`src/rtl/orbit_camera_basis_unit_assert.svh`:
```
// ----------------------------------------------------------------------------
// Orbit camera basis assertion macros
// Shared concurrent assertion forms for the orbit camera basis RTL.
// ----------------------------------------------------------------------------
`ifndef ORBIT_CAMERA_BASIS_UNIT_ASSERT_SVH
`define ORBIT_CAMERA_BASIS_UNIT_ASSERT_SVH
`ifndef NO_ASSERTIONS
`define OCB_ASSERT_IMP(label, clk, rst_n, a, c) \
    label: assert property (@(posedge clk) disable iff (!rst_n) (a) |-> (c)) \
        else $error("assertion failed");
`define OCB_ASSERT_NXT(label, clk, rst_n, a, c) \
    label: assert property (@(posedge clk) disable iff (!rst_n) (a) |=> (c)) \
        else $error("assertion failed");
`else
`define OCB_ASSERT_IMP(label, clk, rst_n, a, c)
`define OCB_ASSERT_NXT(label, clk, rst_n, a, c)
`endif
`endif

```
`src/rtl/ocb_pkg.sv`:
```
// ----------------------------------------------------------------------------
// Orbit camera basis package
// Types, fixed-point constants and the CORDIC arctangent table.
// ----------------------------------------------------------------------------
package ocb_pkg;

    localparam logic signed [15:0] ANG_PI      = 16'sd25736;
    localparam logic signed [16:0] ANG_TWO_PI  = 17'sd51472;
    localparam logic signed [15:0] ANG_HALF_PI = 16'sd12868;
    localparam logic signed [15:0] PITCH_LIMIT = 16'sd12725;
    localparam logic signed [33:0] CORDIC_START = 34'sd652032874;
    localparam logic signed [15:0] ONE_Q14     = 16'sd16384;
    localparam int unsigned        ATAN_DEPTH  = 24;

    typedef enum logic [1:0] {
        MODE_PAN_RIGHT = 2'd0,
        MODE_PAN_UP    = 2'd1,
        MODE_PITCH     = 2'd2,
        MODE_YAW       = 2'd3
    } mode_t;

    typedef enum logic [3:0] {
        ST_IDLE,
        ST_PAN,
        ST_ANGLE,
        ST_CORDIC,
        ST_TRIG_DONE,
        ST_BASIS,
        ST_EYE,
        ST_OUT
    } state_t;

    function automatic logic signed [25:0] atan_q24(input logic [4:0] i);
        case (i)
            5'd0:    atan_q24 = 26'sd13176795;
            5'd1:    atan_q24 = 26'sd7778716;
            5'd2:    atan_q24 = 26'sd4110060;
            5'd3:    atan_q24 = 26'sd2086331;
            5'd4:    atan_q24 = 26'sd1047214;
            5'd5:    atan_q24 = 26'sd524117;
            5'd6:    atan_q24 = 26'sd262123;
            5'd7:    atan_q24 = 26'sd131069;
            5'd8:    atan_q24 = 26'sd65536;
            5'd9:    atan_q24 = 26'sd32768;
            5'd10:   atan_q24 = 26'sd16384;
            5'd11:   atan_q24 = 26'sd8192;
            5'd12:   atan_q24 = 26'sd4096;
            5'd13:   atan_q24 = 26'sd2048;
            5'd14:   atan_q24 = 26'sd1024;
            5'd15:   atan_q24 = 26'sd512;
            5'd16:   atan_q24 = 26'sd256;
            5'd17:   atan_q24 = 26'sd128;
            5'd18:   atan_q24 = 26'sd64;
            5'd19:   atan_q24 = 26'sd32;
            5'd20:   atan_q24 = 26'sd16;
            5'd21:   atan_q24 = 26'sd8;
            5'd22:   atan_q24 = 26'sd4;
            5'd23:   atan_q24 = 26'sd2;
            default: atan_q24 = 26'sd0;
        endcase
    endfunction

endpackage

```
`src/rtl/orbit_camera_basis_unit.sv`:
```
// ----------------------------------------------------------------------------
// Orbit camera basis unit
// One event per input beat (pan right, pan up, add pitch, add yaw); one
// result beat with eye position and right, up and backward direction vectors.
// ----------------------------------------------------------------------------
// The event kind travels on s_tuser and its amount on s_tdata. The work
// goes to the single shift-add CORDIC stage, run S = min(CORDIC_STEPS, 24)
// steps for pitch and S for yaw, and to one shared 32x32 multiplier: the
// three pan terms (amount times axis, then radius times that), the four
// basis products and the three eye offsets. s_tready is high only while
// idle and the result beat is held on the master side until taken, so the
// next beat is accepted only after the result of the last one is taken. The
// basis after reset is the zero-angle basis, built by a first pass that
// runs out of reset and produces no result beat.
module orbit_camera_basis_unit #(
    parameter int CORDIC_STEPS = 16
) (
    input  logic         clk,
    input  logic         rst_n,
    input  logic         psel,
    input  logic         penable,
    input  logic         pwrite,
    input  logic [0:0]   paddr,
    input  logic [31:0]  pwdata,
    output logic [31:0]  prdata,
    output logic         pready,
    input  logic         s_tvalid,
    output logic         s_tready,
    input  logic [15:0]  s_tdata,   // amount[15:0]
    input  logic [1:0]   s_tuser,   // mode[1:0]
    output logic         m_tvalid,
    input  logic         m_tready,
    output logic [239:0] m_tdata    // eye_x, eye_y, eye_z, right_x..z, up_x..z, dir_x..z
);
    import ocb_pkg::*;
    `include "orbit_camera_basis_unit_assert.svh"

    localparam int STEPS = (CORDIC_STEPS < int'(ATAN_DEPTH)) ? CORDIC_STEPS
                                                             : int'(ATAN_DEPTH);
    localparam logic [4:0] LAST_STEP = 5'(STEPS - 1);

    state_t state_reg, state_next;
    logic [30:0] radius_reg;
    logic boot_reg, boot_next;
    logic [1:0] mode_reg;
    logic signed [15:0] amount_reg;
    logic signed [15:0] pitch_reg, pitch_next, yaw_reg, yaw_next;
    logic signed [31:0] tgt_reg [3];
    logic signed [15:0] basis_reg [9];
    logic signed [15:0] cp_reg, sp_reg, cy_reg, sy_reg;
    logic signed [31:0] eye_reg [3];
    logic [3:0]  sub_reg, sub_next;
    logic [4:0]  it_reg, it_next;
    logic        which_reg, which_next;
    logic        flip_reg;
    logic signed [33:0] cx_reg, cy_v_reg;
    logic signed [26:0] cz_reg;
    logic signed [63:0] prod_reg;
    logic signed [31:0] mul_a, mul_b;
    logic signed [63:0] mul_p;
    logic [3:0]  pan_idx, eye_idx;
    logic [1:0]  tgt_idx, eye_wr_idx;

    assign pready = 1'b1;
    assign prdata = {1'b0, radius_reg};

    always_ff @(posedge clk or negedge rst_n)
    begin
        if (!rst_n)
            radius_reg <= 31'd65536;
        else if (psel && penable && pwrite && (paddr == 1'b0))
            radius_reg <= pwdata[30:0];
    end

    function automatic logic signed [15:0] clamp_u(input logic signed [63:0] v);
        if (v > 64'sd16384)
            clamp_u = ONE_Q14;
        else if (v < -64'sd16384)
            clamp_u = -ONE_Q14;
        else
            clamp_u = v[15:0];
    endfunction

    function automatic logic signed [31:0] sat32(input logic signed [63:0] v);
        if (v > 64'sd2147483647)
            sat32 = 32'sh7fffffff;
        else if (v < -64'sd2147483648)
            sat32 = 32'sh80000000;
        else
            sat32 = v[31:0];
    endfunction

    assign mul_p = mul_a * mul_b;

    assign pan_idx    = ((mode_reg == MODE_PAN_UP) ? 4'd3 : 4'd0) + {2'b0, sub_reg[2:1]};
    assign tgt_idx    = sub_reg[2:1] - 2'd1;
    assign eye_idx    = (sub_reg[1:0] == 2'd3) ? 4'd8 : (4'd6 + {2'b0, sub_reg[1:0]});
    assign eye_wr_idx = sub_reg[1:0] - 2'd1;

    // Pan: even sub = amount*axis, odd sub = radius*previous product.
    // Basis: 0..3 = products. Eye: 0..2 = radius*dir.
    always_comb
    begin
        mul_a = '0;
        mul_b = '0;
        case (state_reg)
            ST_PAN:
            begin
                if (!sub_reg[0])
                begin
                    mul_a = 32'(amount_reg);
                    mul_b = 32'(basis_reg[pan_idx]);
                end
                else
                begin
                    mul_a = {1'b0, radius_reg};
                    mul_b = prod_reg[31:0];
                end
            end
            ST_BASIS:
            begin
                case (sub_reg)
                    4'd0:
                    begin
                        mul_a = 32'(sp_reg);
                        mul_b = 32'(sy_reg);
                    end
                    4'd1:
                    begin
                        mul_a = 32'(sp_reg);
                        mul_b = 32'(cy_reg);
                    end
                    4'd2:
                    begin
                        mul_a = 32'(cp_reg);
                        mul_b = 32'(sy_reg);
                    end
                    default:
                    begin
                        mul_a = 32'(cp_reg);
                        mul_b = 32'(cy_reg);
                    end
                endcase
            end
            ST_EYE:
            begin
                mul_a = {1'b0, radius_reg};
                mul_b = 32'(basis_reg[eye_idx]);
            end
            default:
            begin
                mul_a = '0;
                mul_b = '0;
            end
        endcase
    end

    always_comb
    begin
        state_next = state_reg;
        sub_next   = sub_reg;
        it_next    = it_reg;
        which_next = which_reg;
        boot_next  = boot_reg;
        case (state_reg)
            ST_IDLE:
            begin
                if (s_tvalid)
                begin
                    sub_next = '0;
                    if (s_tuser inside {MODE_PAN_RIGHT, MODE_PAN_UP})
                        state_next = ST_PAN;
                    else
                        state_next = ST_ANGLE;
                end
            end
            ST_PAN:
            begin
                sub_next = sub_reg + 4'd1;
                if (sub_reg == 4'd6)
                    state_next = ST_ANGLE;
            end
            ST_ANGLE:
            begin
                it_next = '0;
                which_next = 1'b0;
                state_next = ST_CORDIC;
            end
            ST_CORDIC:
            begin
                it_next = it_reg + 5'd1;
                if (it_reg == LAST_STEP)
                    state_next = ST_TRIG_DONE;
            end
            ST_TRIG_DONE:
            begin
                it_next = '0;
                sub_next = '0;
                if (which_reg)
                    state_next = ST_BASIS;
                else
                begin
                    which_next = 1'b1;
                    state_next = ST_CORDIC;
                end
            end
            ST_BASIS:
            begin
                sub_next = sub_reg + 4'd1;
                if (sub_reg == 4'd4)
                begin
                    sub_next = '0;
                    state_next = ST_EYE;
                end
            end
            ST_EYE:
            begin
                sub_next = sub_reg + 4'd1;
                if (sub_reg == 4'd3)
                begin
                    boot_next = 1'b0;
                    state_next = boot_reg ? ST_IDLE : ST_OUT;
                end
            end
            ST_OUT:
            begin
                if (m_tready)
                    state_next = ST_IDLE;
            end
            default: state_next = ST_IDLE;
        endcase
    end

    assign s_tready = (state_reg == ST_IDLE) && !boot_reg;
    assign m_tvalid = (state_reg == ST_OUT);

    always_comb
    begin
        logic signed [16:0] a;
        pitch_next = pitch_reg;
        yaw_next = yaw_reg;
        a = 17'(pitch_reg) + 17'(amount_reg);
        if (mode_reg == MODE_PITCH)
        begin
            if (a < -17'(PITCH_LIMIT))
                pitch_next = -PITCH_LIMIT;
            else if (a > 17'(PITCH_LIMIT))
                pitch_next = PITCH_LIMIT;
            else
                pitch_next = a[15:0];
        end
        a = 17'(yaw_reg) + 17'(amount_reg);
        if (mode_reg == MODE_YAW)
        begin
            if (a < -17'(ANG_PI))
                a = a + ANG_TWO_PI;
            else if (a >= 17'(ANG_PI))
                a = a - ANG_TWO_PI;
            yaw_next = a[15:0];
        end
    end

    always_ff @(posedge clk or negedge rst_n)
    begin
        if (!rst_n)
        begin
            state_reg <= ST_ANGLE;
            sub_reg   <= '0;
            it_reg    <= '0;
            which_reg <= 1'b0;
            boot_reg  <= 1'b1;
            pitch_reg <= '0;
            yaw_reg   <= '0;
            mode_reg  <= MODE_PITCH;
            amount_reg <= '0;
            for (int k = 0; k < 3; k++)
                tgt_reg[k] <= '0;
        end
        else
        begin
            state_reg <= state_next;
            sub_reg   <= sub_next;
            it_reg    <= it_next;
            which_reg <= which_next;
            boot_reg  <= boot_next;
            if (s_tvalid && s_tready)
            begin
                mode_reg   <= s_tuser;
                amount_reg <= s_tdata;
            end
            if (state_reg == ST_ANGLE)
            begin
                pitch_reg <= pitch_next;
                yaw_reg   <= yaw_next;
            end
            if ((state_reg == ST_PAN) && (sub_reg inside {4'd2, 4'd4, 4'd6}))
                tgt_reg[tgt_idx] <= sat32(64'(tgt_reg[tgt_idx])
                    + ((prod_reg + 64'sd67108864) >>> 27));
        end
    end

    always_ff @(posedge clk)
    begin
        logic signed [15:0] ang;
        logic signed [33:0] sx, sy;
        prod_reg <= mul_p;
        if (state_reg == ST_ANGLE || (state_reg == ST_TRIG_DONE && !which_reg))
        begin
            ang = (state_reg == ST_ANGLE) ? pitch_next : yaw_reg;
            flip_reg <= (ang > ANG_HALF_PI) || (ang < -ANG_HALF_PI);
            if (ang > ANG_HALF_PI)
                ang = ang - ANG_PI;
            else if (ang < -ANG_HALF_PI)
                ang = ang + ANG_PI;
            cz_reg <= {ang, 11'd0};
            cx_reg <= CORDIC_START;
            cy_v_reg <= '0;
        end
        if (state_reg == ST_CORDIC)
        begin
            sx = cx_reg >>> it_reg;
            sy = cy_v_reg >>> it_reg;
            if (!cz_reg[26])
            begin
                cx_reg <= cx_reg - sy;
                cy_v_reg <= cy_v_reg + sx;
                cz_reg <= cz_reg - 27'(atan_q24(it_reg));
            end
            else
            begin
                cx_reg <= cx_reg + sy;
                cy_v_reg <= cy_v_reg - sx;
                cz_reg <= cz_reg + 27'(atan_q24(it_reg));
            end
        end
        if (state_reg == ST_TRIG_DONE)
        begin
            sx = flip_reg ? -cx_reg : cx_reg;
            sy = flip_reg ? -cy_v_reg : cy_v_reg;
            if (which_reg)
            begin
                cy_reg <= clamp_u((64'(sx) + 64'sd32768) >>> 16);
                sy_reg <= clamp_u((64'(sy) + 64'sd32768) >>> 16);
            end
            else
            begin
                cp_reg <= clamp_u((64'(sx) + 64'sd32768) >>> 16);
                sp_reg <= clamp_u((64'(sy) + 64'sd32768) >>> 16);
            end
        end
        if (state_reg == ST_BASIS)
        begin
            case (sub_reg)
                4'd0:
                begin
                    basis_reg[0] <= cy_reg;
                    basis_reg[1] <= '0;
                    basis_reg[2] <= sy_reg;
                    basis_reg[4] <= cp_reg;
                    basis_reg[7] <= -sp_reg;
                end
                4'd1: basis_reg[3] <= -clamp_u((prod_reg + 64'sd8192) >>> 14);
                4'd2: basis_reg[5] <= clamp_u((prod_reg + 64'sd8192) >>> 14);
                4'd3: basis_reg[6] <= -clamp_u((prod_reg + 64'sd8192) >>> 14);
                default: basis_reg[8] <= clamp_u((prod_reg + 64'sd8192) >>> 14);
            endcase
        end
        if (state_reg == ST_EYE && sub_reg != 4'd0)
            eye_reg[eye_wr_idx] <= sat32(64'(tgt_reg[eye_wr_idx])
                + ((prod_reg + 64'sd8192) >>> 14));
    end

    assign m_tdata = {basis_reg[8], basis_reg[7], basis_reg[6],
                      basis_reg[5], basis_reg[4], basis_reg[3],
                      basis_reg[2], basis_reg[1], basis_reg[0],
                      eye_reg[2], eye_reg[1], eye_reg[0]};

    `OCB_ASSERT_NXT(a_out_hold, clk, rst_n, m_tvalid && !m_tready, m_tvalid)
    `OCB_ASSERT_IMP(a_no_accept_busy, clk, rst_n, state_reg != ST_IDLE, !s_tready)
    `OCB_ASSERT_IMP(a_pitch_range, clk, rst_n, 1'b1,
                    pitch_reg <= PITCH_LIMIT && pitch_reg >= -PITCH_LIMIT)
    `OCB_ASSERT_IMP(a_yaw_range, clk, rst_n, 1'b1, yaw_reg < ANG_PI)
endmodule

```
`config.mk`:
```
export PLATFORM = sky130hd
export DESIGN_NAME = orbit_camera_basis_unit
export DESIGN_NICKNAME = d
export VERILOG_FILES = /design/src/rtl/ocb_pkg.sv /design/src/rtl/orbit_camera_basis_unit.sv
export VERILOG_INCLUDE_DIRS = /design/src /design/src/rtl
export SDC_FILE = /design/constraint.sdc
export NUM_CORES = 2
export LEC_CHECK = 0
export ABC_AREA = 1
export CAP_MARGIN = 40
export CORE_UTILIZATION = 40
export CTS_CLUSTER_SIZE = 20
export DETAILED_ROUTE_END_ITERATION = 7
export DONT_BUFFER_PORTS = 1
export PLACE_DENSITY = 0.54
export SLEW_MARGIN = 20
export SYNTH_ARGS = -nofsm -noshare
export SYNTH_HDL_FRONTEND = slang
export SYNTH_SLANG_ARGS = --single-unit
```
`constraint.sdc`:
```
create_clock -name clk -period 17.85 [get_ports clk]
set_clock_uncertainty 0.05 [all_clocks]
set_input_delay 2.6775 -clock clk [delete_from_list [all_inputs] [get_ports clk]]
set_output_delay 2.6775 -clock clk [all_outputs]
set_load 0.005 [all_outputs]
```
### After elaboration in Yosys (flattened, before gate mapping)

Memories as Yosys holds them, arrays and structs flattened.
Index checks and enable logic that the tools add are counted.
Widths: inputs -> output; s select.

| storage, ports and cells | value |
|---|---|
| bits in registers | 416 |
| latch bits | 0 |
| memory bits (writable) | 240 |
| bits in read-only memories | 1,536 |
| bits of input ports | 58 |
| output and inout port bits | 275 |
| word-level logic and storage cells | 247 |
| memories | 4 |

Memory list:

| name | depth | width | rd ports | clocked after memory_dff | write ports | RTL line | text |
|---|---|---|---|---|---|---|---|
| (name not given) | 32 | 24 | 1 | 0 | 0 | ocb_pkg.sv:34 | `case (i)` |
| (name not given) | 32 | 24 | 1 | 0 | 0 | ocb_pkg.sv:34 |  |
| basis_reg | 9 | 16 | 11 | 0 | 5 | orbit_camera_basis_unit.sv:49 | `logic signed [15:0] basis_reg [9];` |
| eye_reg | 3 | 32 | 3 | 0 | 1 | orbit_camera_basis_unit.sv:51 | `logic signed [31:0] eye_reg [3];` |

| cells by class | value |
|---|---|
| add/sub/neg operators | 29 |
| $mul | 1 |
| div/mod/pow operators | 0 |
| $lt $le $gt $ge | 19 |
| equality and inequality tests | 24 |
| shift-type cells | 2 |
| mux-type cells | 104 |
| bitwise logic cells | 4 |
| reduce and logical (&&, ||, !) cells | 38 |

Operators with widths:

| operator | number |
|---|---|
| $mux 32 | 15 |
| $mux 16 | 26 |
| $mux 34 | 8 |
| $pmux 32 s3 | 2 |
| $bmux 32 s2 | 2 |
| $mux 26 | 4 |
| $bwmux 96 | 1 |
| $mux 27 | 3 |
| $add 34x17->35 const B | 2 |
| $add 34x34->34 | 2 |
| $neg 34->34 | 2 |
| $sshr 34x5->34 | 2 |
| $sub 34x34->34 | 2 |
| $add 64x15->64 const B | 1 |
| $add 64x28->64 const B | 1 |
| $demux 32 s2 | 1 |
| $mul 32x32->64 | 1 |
| $reduce_or 16->1 | 4 |
| $mux 4 | 13 |
| $add 32x50->51 | 1 |
| $gt 51x32->1 const B | 1 |
| $lt 51x32->1 const B | 1 |
| $gt 50x16->1 const B | 1 |
| $lt 50x15->1 const B | 1 |
| 55 further kinds | 124 |

### Logic depth before layout (Yosys ltp)

| depth | value |
|---|---|
| depth after elaboration | 11 |
| gate-level depth with buffers | 50 |
| mapped depth without buffers | 46 |

### Worst setup path after synthesis

No wires, ideal clock.

| timing path | value |
|---|---|
| path kind | reg-to-reg |
| start | reg sub_reg[0] |
| end | reg prod_reg[63] |
| library setup time | 0.143 ns |
| data arrival time | 9.554 ns |
| data required time | 17.657 ns |
| setup slack | 8.103 ns |
| stages on the path, launching flop included | 37 |
| path buffers | 5 |
| period minus slack after synthesis | 9.747 ns |
| cells stage by stage | dfrtp_1 clkbuf_1 inv_1 clkbuf_1 clkbuf_1 ha_1 o21ai_1 clkbuf_1 mux2_2 a21oi_1 nand2_1 inv_1 buf_1 nor2_1 fa_1 inv_1 fa_1 inv_1 fa_1 fa_1 inv_1 fa_1 inv_1 fa_1 inv_1 fa_1 fa_1 inv_1 ha_1 a21oi_1 inv_1 a21oi_1 inv_1 nor2_1 inv_1 a2111oi_0 xor2_1 |

| between the ends | value |
|---|---|
| word-level cells in the longest chain between the ends | 5 |
| elaborated cells on any way between the ends | 16 |
| classes of those cells | 1 x add/sub; 1 x mul; 3 x eq/ne; 7 x mux; 3 x reduce/logical; 1 x memory |

RTL lines:

| item | RTL line | text |
|---|---|---|
| start: declaration | orbit_camera_basis_unit.sv:52 | `logic [3:0] sub_reg, sub_next;` |
| start signal: assignment | orbit_camera_basis_unit.sv:282 | `sub_reg <= sub_next;` |
| $add 3x2->4, or another cell as far along | orbit_camera_basis_unit.sv:97 | `assign eye_idx = (sub_reg[1:0] == 2'd3) ? 4'd8 : (4'd6 + {2'b0, sub_reg[1:0]});` |
| $mux 4 / $reduce_or 2->1 (equally long branches) | -- |  |
| $mem_v2 9x16 / $mux 32 (equally long branches) | -- |  |
| $pmux 32 s3 | orbit_camera_basis_unit.sv:106 | `case (state_reg)` |
| $mul 32x32->64 * | orbit_camera_basis_unit.sv:93 | `assign mul_p = mul_a * mul_b;` |
| net mul_p[63] | orbit_camera_basis_unit.sv:60 | `logic signed [63:0] mul_p;` |
| end signal: assignment | orbit_camera_basis_unit.sv:306 | `prod_reg <= mul_p;` |
| end: declaration | orbit_camera_basis_unit.sv:58 | `logic signed [63:0] prod_reg;` |

Mark *: on every way through the listed nets, which the timed path passes. The rest lies on a longest branch.
A chain may end at the register's enable or synchronous reset.

### Final worst setup path

| timing path | value |
|---|---|
| start | reg sub_reg[1] |
| end | reg prod_reg[59] |

| between the ends | value |
|---|---|
| word-level cells in the longest chain between the ends | 5 |
| elaborated cells on any way between the ends | 16 |
| classes of those cells | 2 x add/sub; 1 x mul; 3 x eq/ne; 6 x mux; 3 x reduce/logical; 1 x memory |

RTL lines:

| item | RTL line |
|---|---|
| $add 3x2->4, or another cell as far along | orbit_camera_basis_unit.sv:97 |
| $mux 4, or another cell as far along | orbit_camera_basis_unit.sv:97 |
| $mem_v2 9x16, or another cell as far along | -- |
| $pmux 32 s3 | orbit_camera_basis_unit.sv:106 |
| $mul 32x32->64 * | orbit_camera_basis_unit.sv:93 |
| net mul_p[59] | orbit_camera_basis_unit.sv:60 |

Marked as above.

==> metrics.csv <==
metric,value,unit
Worst Hold Class,reg -> reg,
"Async S/R FF share, synth",0.299,
total clock sinks,639,
worst-margin pin slew,909,ps
share of layout cells above drive strength 1,0.0608,
Seq cells post-synth,639,
drt first pass iters,6,
GP Congestion,1.02,
final net count,12200,
Core Footprint,0.210,mm^2
Final ANT Viol Nets,0,
Synth-to-Final Area Change,7.99,%
Post-synth EDFFs,384,
Via density,5.34,
crit path capture,prod_reg[59]$_DFF_P_,
most frequent cells in the layout,"2,255 x nand2_1, 1,962 x inv_1, 1,090 x fa_1",
post-synth cell types,88,
max_cap viols,0,
Final min period,13080,ps
Post-Syn Area,0.0847,mm^2
# hold bufs at CTS,0,
CP peak stage delay,730,ps
Setup CP Type,reg -> reg,
Startpoint Class,register,
Fmax,0.0765,GHz
cts bufs inserted,83,
CTS tree,built,
Yosys warning count,0,
Chip Height,462,um
vias in the first global route,71900,
routed len/inst,22.2,um
Slew Limit Fails,0,
"reg-to-reg slack, setup",4770,ps
Crit Path Max Fanout,52,
run status,"complete, no violations",
GRT overflow,0,
Final Hold Viols,0,
worst skew pair latency,760,ps
Mapped Cells,10800,
initial antenna violation count,27,
RSZ-0062 raised after global routing,no,
Initial Util,0.403,
post-CTS setup buffers,0,
Die Area,0.214,mm^2
final setup TNS,0,ps
Final setup viols,0,
Root Buffer,clkbuf_16,
first-pass GRT wire length,453000,um
Die W,462,um
via count,72300,
number of buffers on the longest clock path,3,
largest net degree at the start of global routing,192,
slowest CP cell,dfrtp_2,
Slew Limit Headroom,0.384,
Ports,333,
Post-Syn Area per Cell,7.87,um^2
Iter 0 DRT Violations,6062,
worst setup path start,sub_reg[1]$_DFFE_PN0P_,
Most used DFF post-synth,edfxtp_1,
CTS H-tree depth,3,
Worst R2R Path Depth,37,
hpwl dp,243000,um
CTS resizes,0,
final wirelength,301000,um
Filler cells,21300,
"Seq/Total Area, Yosys",0.208,
Worst Path Required,18390,ps
clock slew at reported path FFs,60,ps
Reg2Reg Launch Point,sub_reg[1]$_DFFE_PN0P_,
CP arrival,13610,ps
Global Route Usage Sum,0.282,
"most common cell after layout, fill and taps aside",nand2_1,
residual DRC count,0,
critical path's most frequent cell,fa_1,
Crit. End Element,register,
Site Rows,168,
reg2reg end,prod_reg[59]$_DFF_P_,
fin crit share,0.733,
port bufs,0,
max reg flops,128,
metrics by stage:
step           setup WS (ps)  cell area [um^2]  hold slack, ps  std cells  utilization
2_1_floorplan           8100             84800             370      10800            -
3_3_place_gp            4790             88000             380      13300        0.419
3_5_place_dp            4990             88400             382      13400        0.421
4_1_cts                 4970             91200             396      13500        0.434
5_1_grt                 4380             91500             411      13500        0.436
6_report                4770             91500             398      13500        0.436
Yosys cell counts (12+ instances only):
cell | instances | share of area
o21bai_1 | 25 | 0.0022
mux2i_1 | 41 | 0.0048
nor2_2 | 25 | 0.0018
buf_2 | 44 | 0.0026
o311ai_0 | 14 | 0.0014
edfxtp_1 | 384 | 0.14
fa_1 | 1090 | 0.26
nor4_1 | 18 | 0.0013
nand2_2 | 27 | 0.0020
nand4_1 | 72 | 0.0053
mux2_2 | 61 | 0.0081
a21oi_1 | 626 | 0.037
a221oi_1 | 20 | 0.0021
a31oi_1 | 66 | 0.0049
xor2_1 | 282 | 0.029
xnor2_1 | 119 | 0.012
o21ai_1 | 56 | 0.0033
o211ai_1 | 44 | 0.0039
ha_1 | 426 | 0.063
o31ai_1 | 12 | 0.0011
nor3_1 | 108 | 0.0064
inv_1 | 1966 | 0.087
o221ai_1 | 16 | 0.0017
a21oi_2 | 23 | 0.0024
dfxtp_1 | 64 | 0.015
a211oi_1 | 12 | 0.0011
nor2_1 | 1094 | 0.048
clkbuf_1 | 273 | 0.012
or2_2 | 25 | 0.0018
buf_1 | 38 | 0.0017
dfrtp_1 | 187 | 0.055
clkinv_1 | 18 | 0.00080
o21a_1 | 45 | 0.0040
a21o_1 | 17 | 0.0015
nand2_1 | 2261 | 0.10
o22ai_1 | 23 | 0.0017
inv_2 | 31 | 0.0014
nand3_2 | 13 | 0.0015
buf_4 | 38 | 0.0034
nand3_1 | 242 | 0.014
o21ai_0 | 663 | 0.039
worst max-delay path, delay by kind of cell (launching register included):
kind,cells,cell delay (ps)
adder cells (fa/ha/maj),9,4750
buffers and inverters,15,4200
AO/OA/AOI/OAI,8,1780
AND/OR/NAND/NOR,4,860
flip-flops,1,730
XOR/XNOR,1,450
worst min-delay path by stage:
stage	from	endpoint	slack, ps	depth (start not counted)
final	cy_reg[3]$_DFFE_PP_	basis_reg[0][3]$_DFFE_PP_	400	0
after detailed placement	cy_reg[5]$_DFFE_PP_	basis_reg[0][5]$_DFFE_PP_	380	0
after floorplan	cy_reg[0]$_DFFE_PP_	basis_reg[0][0]$_DFFE_PP_	370	0
after global routing	sy_reg[1]$_DFFE_PP_	basis_reg[2][1]$_DFFE_PP_	410	0
after global placement	cp_reg[2]$_DFFE_PP_	basis_reg[4][2]$_DFFE_PP_	380	0
after CTS	cy_reg[3]$_DFFE_PP_	basis_reg[0][3]$_DFFE_PP_	400	0
layout make-up:
cell class              count  area, um^2  share of cell area
multi-input cells        7719       58200               0.636
repair buffers            184        1690              0.0185
well taps                2805        3510              0.0384
clock buffers             100        2230              0.0244
inverters                2016        7570              0.0828
clock inverters            55         652             0.00713
flip-flops and latches    639       17600               0.192
diodes                     23        57.6            0.000629
metal layers:
metal | track usage | share of wire | wire, um
met5 | 0 | 0.00011 | 34
met3 | 0.0419 | 0.066 | 19900
met1 | 0.365 | 0.41 | 125000
met2 | 0.459 | 0.46 | 139000
met4 | 0.141 | 0.057 | 17300
logic make-up after synthesis:
kind of cell,after synthesis,share of synthesized area
AND/OR/NAND/NOR,3952,0.192
buffers and inverters,2418,0.110
AO/OA/AOI/OAI,1721,0.114
adder cells (fa/ha/maj),1516,0.321
flip-flops,639,0.208
XOR/XNOR,410,0.0432
multiplexers,102,0.0130
other,2,0.0000887
Power is left out: the tool's default activity adds up to more than one toggle a clock period on the data nets, which glitch-free logic cannot reach.
